<file path="src/imu_unp_pkg.sv">
// Shared types and constants for the IMU FIFO motion sample unpacker.
package imu_unp_pkg;

	// Field widths are fixed by the FIFO entry format
	localparam int AXIS_WIDTH  = 16;
	localparam int MAG_WIDTH   = 16;
	localparam int TAG_WIDTH   = 5;
	localparam int SUM_WIDTH   = 32;   // 3 * 32768^2 fits
	localparam int ROOT_WIDTH  = 16;
	localparam int PROD_WIDTH  = 27;   // 56755 * 1953 < 2^27
	localparam int RECIP_SHIFT = 37;
	localparam int RECIP_WIDTH = 28;
	localparam int QPROD_WIDTH = PROD_WIDTH + RECIP_WIDTH;
	localparam int QUOT_WIDTH  = QPROD_WIDTH - RECIP_SHIFT;

	localparam logic [TAG_WIDTH-1:0]   TAG_GYRO    = 5'h01;
	localparam logic [TAG_WIDTH-1:0]   TAG_HIGHG   = 5'h1D;
	localparam logic [MAG_WIDTH-1:0]   DEFAULT_MAG = 16'd1000;
	localparam logic [10:0]            SCALE_NUM   = 11'd1953;
	// ceil(2^37 / 1000): exact floor division for any product below 2^27
	localparam logic [RECIP_WIDTH-1:0] RECIP_MULT  = 28'd137438954;
	localparam logic [SUM_WIDTH-1:0]   ROOT_BIT0   = 32'h4000_0000;

	// Register index, taken from paddr[2]
	localparam logic REG_SENSOR_READY = 1'b0;

	typedef struct packed {
		logic                         entry_present;
		logic [7:0]                   tag_byte;
		logic signed [AXIS_WIDTH-1:0] axis_x;
		logic signed [AXIS_WIDTH-1:0] axis_y;
		logic signed [AXIS_WIDTH-1:0] axis_z;
		logic                         batch_last;
	} imu_entry_t;

	typedef struct packed {
		logic [MAG_WIDTH-1:0] accel_magnitude_mg;
		logic                 accel_seen;
		logic signed [15:0]   gyro_x;
		logic signed [15:0]   gyro_y;
		logic signed [15:0]   gyro_z;
	} imu_result_t;

	typedef enum logic [2:0] {
		ST_IDLE,
		ST_DECODE,
		ST_SQUARE,
		ST_ROOT_LOAD,
		ST_ROOT,
		ST_SCALE,
		ST_RECIP,
		ST_EMIT
	} unp_state_t;

	typedef struct packed {
		logic load_item;
		logic gyro_load;
		logic sq_start;
		logic sq_step;
		logic root_start;
		logic root_step;
		logic scale;
		logic recip;
		logic store_mag;
		logic emit;
	} unp_cmd_t;

	typedef struct packed {
		logic is_gyro;
		logic is_accel;
		logic is_last;
		logic sq_done;
		logic root_done;
		logic out_free;
	} unp_status_t;

endpackage

</file>
<file path="src/imu_unp_ctrl.sv">
// Sequencing state machine for the unpacker.
module imu_unp_ctrl (
	input  logic                    clk,
	input  logic                    arst_n,
	input  logic                    entry_valid,
	input  imu_unp_pkg::unp_status_t status,
	output imu_unp_pkg::unp_cmd_t   cmd,
	output logic                    entry_stall
);
	import imu_unp_pkg::*;

	unp_state_t state_q, state_d;
	logic       last_q;   // remembers batch_last across the magnitude pass

	always_ff @(posedge clk or negedge arst_n) begin
		if (!arst_n) begin
			state_q <= ST_IDLE;
			last_q  <= 1'b0;
		end else begin
			state_q <= state_d;
			if (state_q == ST_DECODE) begin
				last_q <= status.is_last;
			end
		end
	end

	// next state
	always_comb begin
		state_d = state_q;
		unique case (state_q)
			ST_IDLE: begin
				if (entry_valid) state_d = ST_DECODE;
			end
			ST_DECODE: begin
				priority if (status.is_accel) state_d = ST_SQUARE;
				else if (status.is_last)      state_d = ST_EMIT;
				else                          state_d = ST_IDLE;
			end
			ST_SQUARE: begin
				if (status.sq_done) state_d = ST_ROOT_LOAD;
			end
			ST_ROOT_LOAD: state_d = ST_ROOT;
			ST_ROOT: begin
				if (status.root_done) state_d = ST_SCALE;
			end
			ST_SCALE: state_d = ST_RECIP;
			ST_RECIP: state_d = last_q ? ST_EMIT : ST_IDLE;
			ST_EMIT: begin
				if (status.out_free) state_d = ST_IDLE;
			end
			default: state_d = ST_IDLE;
		endcase
	end

	// outputs
	always_comb begin
		cmd         = '0;
		entry_stall = 1'b1;
		unique case (state_q)
			ST_IDLE: begin
				entry_stall   = 1'b0;
				cmd.load_item = entry_valid;
			end
			ST_DECODE: begin
				cmd.gyro_load = status.is_gyro;
				cmd.sq_start  = status.is_accel;
			end
			ST_SQUARE:    cmd.sq_step    = 1'b1;
			ST_ROOT_LOAD: cmd.root_start = 1'b1;
			ST_ROOT:      cmd.root_step  = 1'b1;
			ST_SCALE:     cmd.scale      = 1'b1;
			ST_RECIP:     cmd.recip      = 1'b1;
			ST_EMIT:      cmd.emit       = status.out_free;
			default: cmd = '0;
		endcase
	end

	// magnitude is written back in the cycle after the reciprocal multiply
	// (the write is enabled by store_q, the registered recip command in the datapath)

endmodule

</file>
<file path="src/imu_unp_dp.sv">
// Datapath: entry register, held state, square/root/scale units, result register.
module imu_unp_dp (
	input  logic                     clk,
	input  logic                     arst_n,
	input  logic                     sensor_ready,
	input  imu_unp_pkg::imu_entry_t  entry_data,
	input  imu_unp_pkg::unp_cmd_t    cmd,
	output imu_unp_pkg::unp_status_t status,
	output logic                     result_valid,
	input  logic                     result_stall,
	output imu_unp_pkg::imu_result_t result_data
);
	import imu_unp_pkg::*;

	imu_entry_t                  item_q;
	logic signed [15:0]          gyro_x_q, gyro_y_q, gyro_z_q;
	logic [MAG_WIDTH-1:0]        mag_q;
	logic                        accel_q;
	logic [1:0]                  sel_q;
	logic [SUM_WIDTH-1:0]        acc_q;
	logic [SUM_WIDTH-1:0]        rem_q, root_q, bit_q;
	logic [PROD_WIDTH-1:0]       prod_q;
	logic [QPROD_WIDTH-1:0]      qprod_q;
	logic                        store_q;
	imu_result_t                 result_q;
	logic                        result_valid_q;

	logic [TAG_WIDTH-1:0]        tag;
	logic [AXIS_WIDTH-1:0]       axis_sel, axis_abs;
	logic [SUM_WIDTH:0]          trial;
	logic [QUOT_WIDTH-1:0]       quot;
	logic [MAG_WIDTH-1:0]        mag_sat;
	logic                        out_free;

	assign tag = item_q.tag_byte[7:3];

	always_comb begin
		unique case (sel_q)
			2'd0:    axis_sel = item_q.axis_x;
			2'd1:    axis_sel = item_q.axis_y;
			default: axis_sel = item_q.axis_z;
		endcase
		// two's complement magnitude; the most negative value maps to 2^(W-1)
		axis_abs = axis_sel[AXIS_WIDTH-1] ? (~axis_sel + 1'b1) : axis_sel;
	end

	assign trial   = {1'b0, root_q} + {1'b0, bit_q};
	assign quot    = qprod_q[QPROD_WIDTH-1:RECIP_SHIFT];
	assign mag_sat = (|quot[QUOT_WIDTH-1:MAG_WIDTH]) ? {MAG_WIDTH{1'b1}} : quot[MAG_WIDTH-1:0];
	assign out_free = !result_valid_q || !result_stall;

	always_comb begin
		status.is_gyro   = sensor_ready && item_q.entry_present && (tag == TAG_GYRO);
		status.is_accel  = sensor_ready && item_q.entry_present && (tag == TAG_HIGHG);
		status.is_last   = item_q.batch_last;
		status.sq_done   = (sel_q == 2'd2);
		status.root_done = bit_q[0];
		status.out_free  = out_free;
	end

	// working registers, no reset needed
	always_ff @(posedge clk) begin
		if (cmd.load_item) item_q <= entry_data;
		if (cmd.sq_start) begin
			sel_q <= 2'd0;
			acc_q <= '0;
		end else if (cmd.sq_step) begin
			sel_q <= sel_q + 2'd1;
			acc_q <= acc_q + SUM_WIDTH'(axis_abs * axis_abs);
		end
		if (cmd.root_start) begin
			rem_q  <= acc_q;
			root_q <= '0;
			bit_q  <= ROOT_BIT0;
		end else if (cmd.root_step) begin
			if ({1'b0, rem_q} >= trial) begin
				rem_q  <= rem_q - trial[SUM_WIDTH-1:0];
				root_q <= (root_q >> 1) + bit_q;
			end else begin
				root_q <= root_q >> 1;
			end
			bit_q <= bit_q >> 2;
		end
		if (cmd.scale) prod_q  <= PROD_WIDTH'(root_q[ROOT_WIDTH-1:0] * SCALE_NUM);
		if (cmd.recip) qprod_q <= prod_q * RECIP_MULT;
		if (cmd.emit) begin
			if (sensor_ready) begin
				// a magnitude still on its way to mag_q is taken straight from the scaler
				result_q.accel_magnitude_mg <= store_q ? mag_sat :
					(accel_q ? mag_q : DEFAULT_MAG);
				result_q.accel_seen         <= store_q || accel_q;
				result_q.gyro_x             <= gyro_x_q;
				result_q.gyro_y             <= gyro_y_q;
				result_q.gyro_z             <= gyro_z_q;
			end else begin
				result_q.accel_magnitude_mg <= DEFAULT_MAG;
				result_q.accel_seen         <= 1'b0;
				result_q.gyro_x             <= '0;
				result_q.gyro_y             <= '0;
				result_q.gyro_z             <= '0;
			end
		end
	end

	// held batch state and result handshake
	always_ff @(posedge clk or negedge arst_n) begin
		if (!arst_n) begin
			gyro_x_q       <= '0;
			gyro_y_q       <= '0;
			gyro_z_q       <= '0;
			mag_q          <= DEFAULT_MAG;
			accel_q        <= 1'b0;
			store_q        <= 1'b0;
			result_valid_q <= 1'b0;
		end else begin
			store_q <= cmd.recip;
			if (cmd.emit) begin
				gyro_x_q <= '0;
				gyro_y_q <= '0;
				gyro_z_q <= '0;
				mag_q    <= DEFAULT_MAG;
				accel_q  <= 1'b0;
			end else begin
				if (cmd.gyro_load) begin
					gyro_x_q <= item_q.axis_x;
					gyro_y_q <= item_q.axis_y;
					gyro_z_q <= item_q.axis_z;
				end
				if (store_q || cmd.store_mag) begin
					mag_q   <= mag_sat;
					accel_q <= 1'b1;
				end
			end
			if (cmd.emit)          result_valid_q <= 1'b1;
			else if (!result_stall) result_valid_q <= 1'b0;
		end
	end

	assign result_valid = result_valid_q;
	assign result_data  = result_q;

endmodule

</file>
<file path="src/imu_fifo_motion_sample_unpacker.sv">
// Top level of the IMU FIFO motion sample unpacker: APB register, controller, datapath.
//
//  port group   dir  handshake               payload
//  entry        in   entry_valid/entry_stall  imu_entry_t  (tag byte, three axes, last mark)
//  result       out  result_valid/result_stall imu_result_t (magnitude mg, seen flag, gyro)
//  apb          in   psel/penable/pready      sensor_ready at byte address 0
//
// A gyro or ignored word is accepted and decoded; a high-g accel word is accepted, decoded,
// then goes through 3 squares on one 16x16 multiplier, root load, 16 root steps, scale and
// reciprocal divide. A last word adds an emit step, and the magnitude write-back (or the
// emit bypass) falls in the cycle after the reciprocal multiply.
// Reset: gyro axes 0, magnitude 1000, seen flag and sensor_ready 0; no clearing pass.
// Stalls: result register holds under result_stall; a last word waits in emit until it frees.
module imu_fifo_motion_sample_unpacker (
	input  logic                     clk,
	input  logic                     arst_n,
	// entry channel
	input  logic                     entry_valid,
	output logic                     entry_stall,
	input  imu_unp_pkg::imu_entry_t  entry_data,
	// result channel
	output logic                     result_valid,
	input  logic                     result_stall,
	output imu_unp_pkg::imu_result_t result_data,
	// configuration
	input  logic                     psel,
	input  logic                     penable,
	input  logic                     pwrite,
	input  logic [2:0]               paddr,
	input  logic [31:0]              pwdata,
	output logic [31:0]              prdata,
	output logic                     pready
);
	import imu_unp_pkg::*;

	logic        sensor_ready_q;
	logic        reg_write;
	unp_cmd_t    cmd;
	unp_status_t status;

	// APB: zero wait states, one register
	assign pready    = 1'b1;
	assign reg_write = psel && penable && pwrite && (paddr[2] == REG_SENSOR_READY);

	always_ff @(posedge clk or negedge arst_n) begin
		if (!arst_n) begin
			sensor_ready_q <= 1'b0;
		end else if (reg_write) begin
			sensor_ready_q <= pwdata[0];
		end
	end

	always_comb begin
		prdata = '0;
		if (paddr[2] == REG_SENSOR_READY) begin
			prdata[0] = sensor_ready_q;
		end
	end

	imu_unp_ctrl u_ctrl (
		.clk         (clk),
		.arst_n      (arst_n),
		.entry_valid (entry_valid),
		.status      (status),
		.cmd         (cmd),
		.entry_stall (entry_stall)
	);

	imu_unp_dp u_dp (
		.clk          (clk),
		.arst_n       (arst_n),
		.sensor_ready (sensor_ready_q),
		.entry_data   (entry_data),
		.cmd          (cmd),
		.status       (status),
		.result_valid (result_valid),
		.result_stall (result_stall),
		.result_data  (result_data)
	);

	// emit is only issued into a free result register
	a_emit_free: assert property (@(posedge clk) disable iff (!arst_n)
		cmd.emit |-> status.out_free)
		else $error("emit issued while result register occupied");

	// sensor not ready gives the default result
	a_default_result: assert property (@(posedge clk) disable iff (!arst_n)
		cmd.emit && !sensor_ready_q |=> result_valid &&
			result_data.accel_magnitude_mg == DEFAULT_MAG && !result_data.accel_seen &&
			result_data.gyro_x == '0 && result_data.gyro_y == '0 && result_data.gyro_z == '0)
		else $error("non-default result with sensor not ready");

	// without an accel word the magnitude is the default
	a_unseen_default: assert property (@(posedge clk) disable iff (!arst_n)
		result_valid && !result_data.accel_seen |->
			result_data.accel_magnitude_mg == DEFAULT_MAG)
		else $error("magnitude set without accel word");

endmodule
</file>
<file path="config.mk">
export PLATFORM = sky130hd
export DESIGN_NAME = imu_fifo_motion_sample_unpacker
export DESIGN_NICKNAME = d
export VERILOG_FILES = /design/src/imu_unp_pkg.sv /design/src/imu_unp_ctrl.sv /design/src/imu_unp_dp.sv /design/src/imu_fifo_motion_sample_unpacker.sv
export SDC_FILE = /design/constraint.sdc
export NUM_CORES = 2
export LEC_CHECK = 0
export BUFFER_PORTS_ARGS = -buffer_cell sky130_fd_sc_hd__buf_2
export CAP_MARGIN = 20
export CORE_ASPECT_RATIO = 0.9
export CORE_MARGIN = 4
export CORE_UTILIZATION = 35
export DETAILED_ROUTE_END_ITERATION = 8
export GPL_TIMING_DRIVEN = 0
export PLACE_DENSITY_LB_ADDON = 0.1
export SETUP_SLACK_MARGIN = 0.4
export SYNTH_ARGS = -nofsm -noshare
export SYNTH_HDL_FRONTEND = slang
export SYNTH_SLANG_ARGS = --single-unit
export TNS_END_PERCENT = 5
</file>
<file path="constraint.sdc">
create_clock -name clk -period 15.8 [get_ports clk]
set_input_delay 0.79 -clock clk [delete_from_list [all_inputs] [get_ports clk]]
set_output_delay 0.79 -clock clk [all_outputs]
set_load 0.005 [all_outputs]
</file>
==> summary.md <==
| Metric | Value |
|---|---|
| Final setup TNS | `0 ns` |
| RD Place Congestion | `0.847` |
| Post-synth top area share | `24.9%` |
| Post-synthesis sequential element count | `351` |
| Grt ovf | `0` |
| Synth Instances | `3819` |
| Vias per std cell | `4.71` |
| Worst path max stage delay | `0.73 ns` |
| Average routed wire per standard cell | `18.1 um` |
| Pwr/cell area | `52.9 nW/um2` |
| Cell Rows | `114` |
| Crit-path max FO | `10` |
| RSZ-0062 raised after global routing | `no` |
| DR DRC count | `0` |
| Max-cap viol count | `0` |
| Final Hold Fails | `0` |
| Full die area | `113000 um2` |
| Clk buf depth | `3` |
| Via count | `26100` |
| DR iter-0 viols | `1370` |
| Starting density of the core | `35.2%` |
| Wl on met1 | `51200 um` |
| Most frequent cell after synthesis | `inv_1` |
| IO Port Bufs | `131` |
| R2r setup slk | `5.35 ns` |
| Setup WS post-layout | `5.35 ns` |
| Post-CTS Setup Inserts | `0` |
| Syn. warnings | `0` |
| Critical Path Stages | `36` |
| Buf/Inv on CP | `10` |
| GRT Total Usage | `18.0%` |
| CTS tree | `built` |
| Max layer used | `met4` |
| Worst path slowest cell | `xnor2_1` |
| Setup crit start kind | `flip-flop` |
| Later-pin clock latency in the skew report | `0.60 ns` |
| H-tree Lvls | `2` |
| First-pass GRT wire length | `159000 um` |
| Routed WL | `100000 um` |
| Least-Margin Pin Slew | `1.20 ns` |
| P_leak | `20.9 nW` |
| Crit path kind | `reg2reg` |
| R2R cell count | `36` |
| Cts repair resizes | `0` |
| Final core occ | `39.2%` |
| Max-slew violations | `0` |
| Post-synth ARST share | `20.5%` |
| Reg clk slew, reported paths | `0.06 ns` |
| # nets final | `5154` |
| DP Worst Slack | `5.46 ns` |
| # clock sinks | `351` |
| Post-Syn Area | `37800 um2` |
| Critical Path AT | `10.89 ns` |
| Rel. slew slack | `19.3%` |
| Status | `completed` |
| Min-delay worst type | `in2async` |
| Main synth FF type | `edfxtp_1` |
| Pin count of the biggest net entering global routing | `56` |
| Vias in the first global route | `27200` |
| Final Critical Period | `10.45 ns` |
| CTS root buffer | `clkbuf_16` |
| Crit Reg-Reg Startpoint | `u_dp.sel_q[0]` |
| Synth area leader | `fa_1` |
| CP top delay family | `adder cells` |
| Critical path endpoint category | `flip-flop` |
| FILL cells | `10900` |
| Die width | `354 um` |
| Largest cells by area after synthesis | `fa_1, ha_1, edfxtp_1, inv_1, dfrtp_1` |
| Reg2reg end | `u_dp.acc_q[28]` |
| Fmax | `95.7 MHz` |
| Dpl hpwl | `82700 um` |
| Final setup violation count | `0` |
| Post-synth top cells | `inv_1, ha_1, fa_1` |
| Drt pass-1 iters | `5` |
| Period utilization | `66.1%` |
| Worst clock skew | `0.0303 ns` |
| Avg Inst Size Synth | `9.89 um2` |
| Share of cells above drive strength 1 | `7.35%` |
| Core area | `107000 um2` |
| Total CTS buffers | `44` |
| Detail Route Antenna Nets | `0` |
| IO Count | `200` |
| Seq/Total Area, Yosys | `24.8%` |
| Met3 Wirelength | `4090 um` |
| Post-synth cell types | `87` |
| Initial antenna violation count | `3` |
| Die Ht | `320 um` |
| Area grow syn2layout | `11.4%` |
| Hold-fix buffers at CTS | `0` |
| Worst EP required | `16.25 ns` |
| Routed met2 length | `43500 um` |
| Worst IR drop on VDD | `0.0684 mV` |
| Post-synth EDFFs | `197` |
[worst max-delay path by stage]
stage                              from             end  slack (ns)
after detailed placement  u_dp.sel_q[0]  u_dp.acc_q[28]        5.46
after floorplan           u_dp.sel_q[0]  u_dp.acc_q[28]        7.51
after CTS                 u_dp.sel_q[0]  u_dp.acc_q[28]        5.36
after global routing      u_dp.sel_q[0]  u_dp.acc_q[28]        4.85
final                     u_dp.sel_q[0]  u_dp.acc_q[28]        5.35
after global placement    u_dp.sel_q[0]  u_dp.acc_q[28]        5.38
[registers in the layout, indices dropped and copies added (netlist names), 2 cells and up]
register	count
u_ctrl.state_q	3
u_dp.acc_q	32
u_dp.bit_q	16
u_dp.gyro_x_q	16
u_dp.gyro_y_q	16
u_dp.gyro_z_q	16
u_dp.item_q	54
u_dp.mag_q	16
u_dp.prod_q	27
u_dp.qprod_q	18
u_dp.rem_q	32
u_dp.result_data	65
u_dp.root_q	32
u_dp.sel_q	2
[area by class of cell]
| cell class | instances | area, um2 | share of cell area, % |
|---|---|---|---|
| Sequential cell | 351 | 9370 | 22.3 |
| Inverter | 797 | 3000 | 7.12 |
| Clock buffer | 63 | 1270 | 3.03 |
| Antenna cell | 2 | 5.00 | 0.0119 |
| Timing Repair Buffer | 143 | 800 | 1.90 |
| Tap cell | 1450 | 1810 | 4.31 |
| Clock inverter | 19 | 253 | 0.601 |
| Buffer | 117 | 622 | 1.48 |
| Multi-Input combinational cell | 2594 | 24900 | 59.3 |
[cell usage in the layout, fill, tap and decap left out, drive strengths merged, types with 99 or more instances in the layout]
master	synthesis	final
a21oi	192	192
buf	47	190
clkbuf	70	133
edfxtp	197	197
fa	469	469
ha	537	537
inv	788	788
nand2	347	347
nor2	202	202
o21ai	159	159
xnor2	99	99
[per-stage QoR]
step                      area (um2)  power [mW]  std cells  hold slack [ns]
after floorplan                37900        1.14       3859            0.432
after global placement         40400        1.19       5440            0.440
after detailed placement       40500        1.19       5449            0.445
after CTS                      42000        2.26       5531           0.0408
after global routing           42100        2.33       5535           0.0639
final                          42100        2.22       5536           0.0728
[cell families after synthesis]
kind of cell | share of synthesized area, %
and+or+nand+nor | 9.21
buffers and inverters | 9.57
xor gates and xnor gates | 3.60
DFF | 24.8
AOI/OAI and AO/OA | 9.92
muxes | 0.219
other | 0.0199
adders and majority gates | 42.7
[where the power goes]
group          total (mW)  internal [mW]  switching, mW
clock network        1.06          0.618          0.438
registers           0.979          0.973        0.00613
logic               0.190         0.0860          0.104
total                2.22           1.68          0.548
[metal layers]
| layer | up-vias | GRT usage, % |
|---|---|---|
| met5 | - | 0 |
| met4 | 0 | 2.56 |
| met3 | 70 | 2.54 |
| met2 | 376 | 27.8 |
| met1 | 12900 | 27.4 |
| li1 | 12800 | - |
No activity file was read; power rests on OpenSTA's default activity.
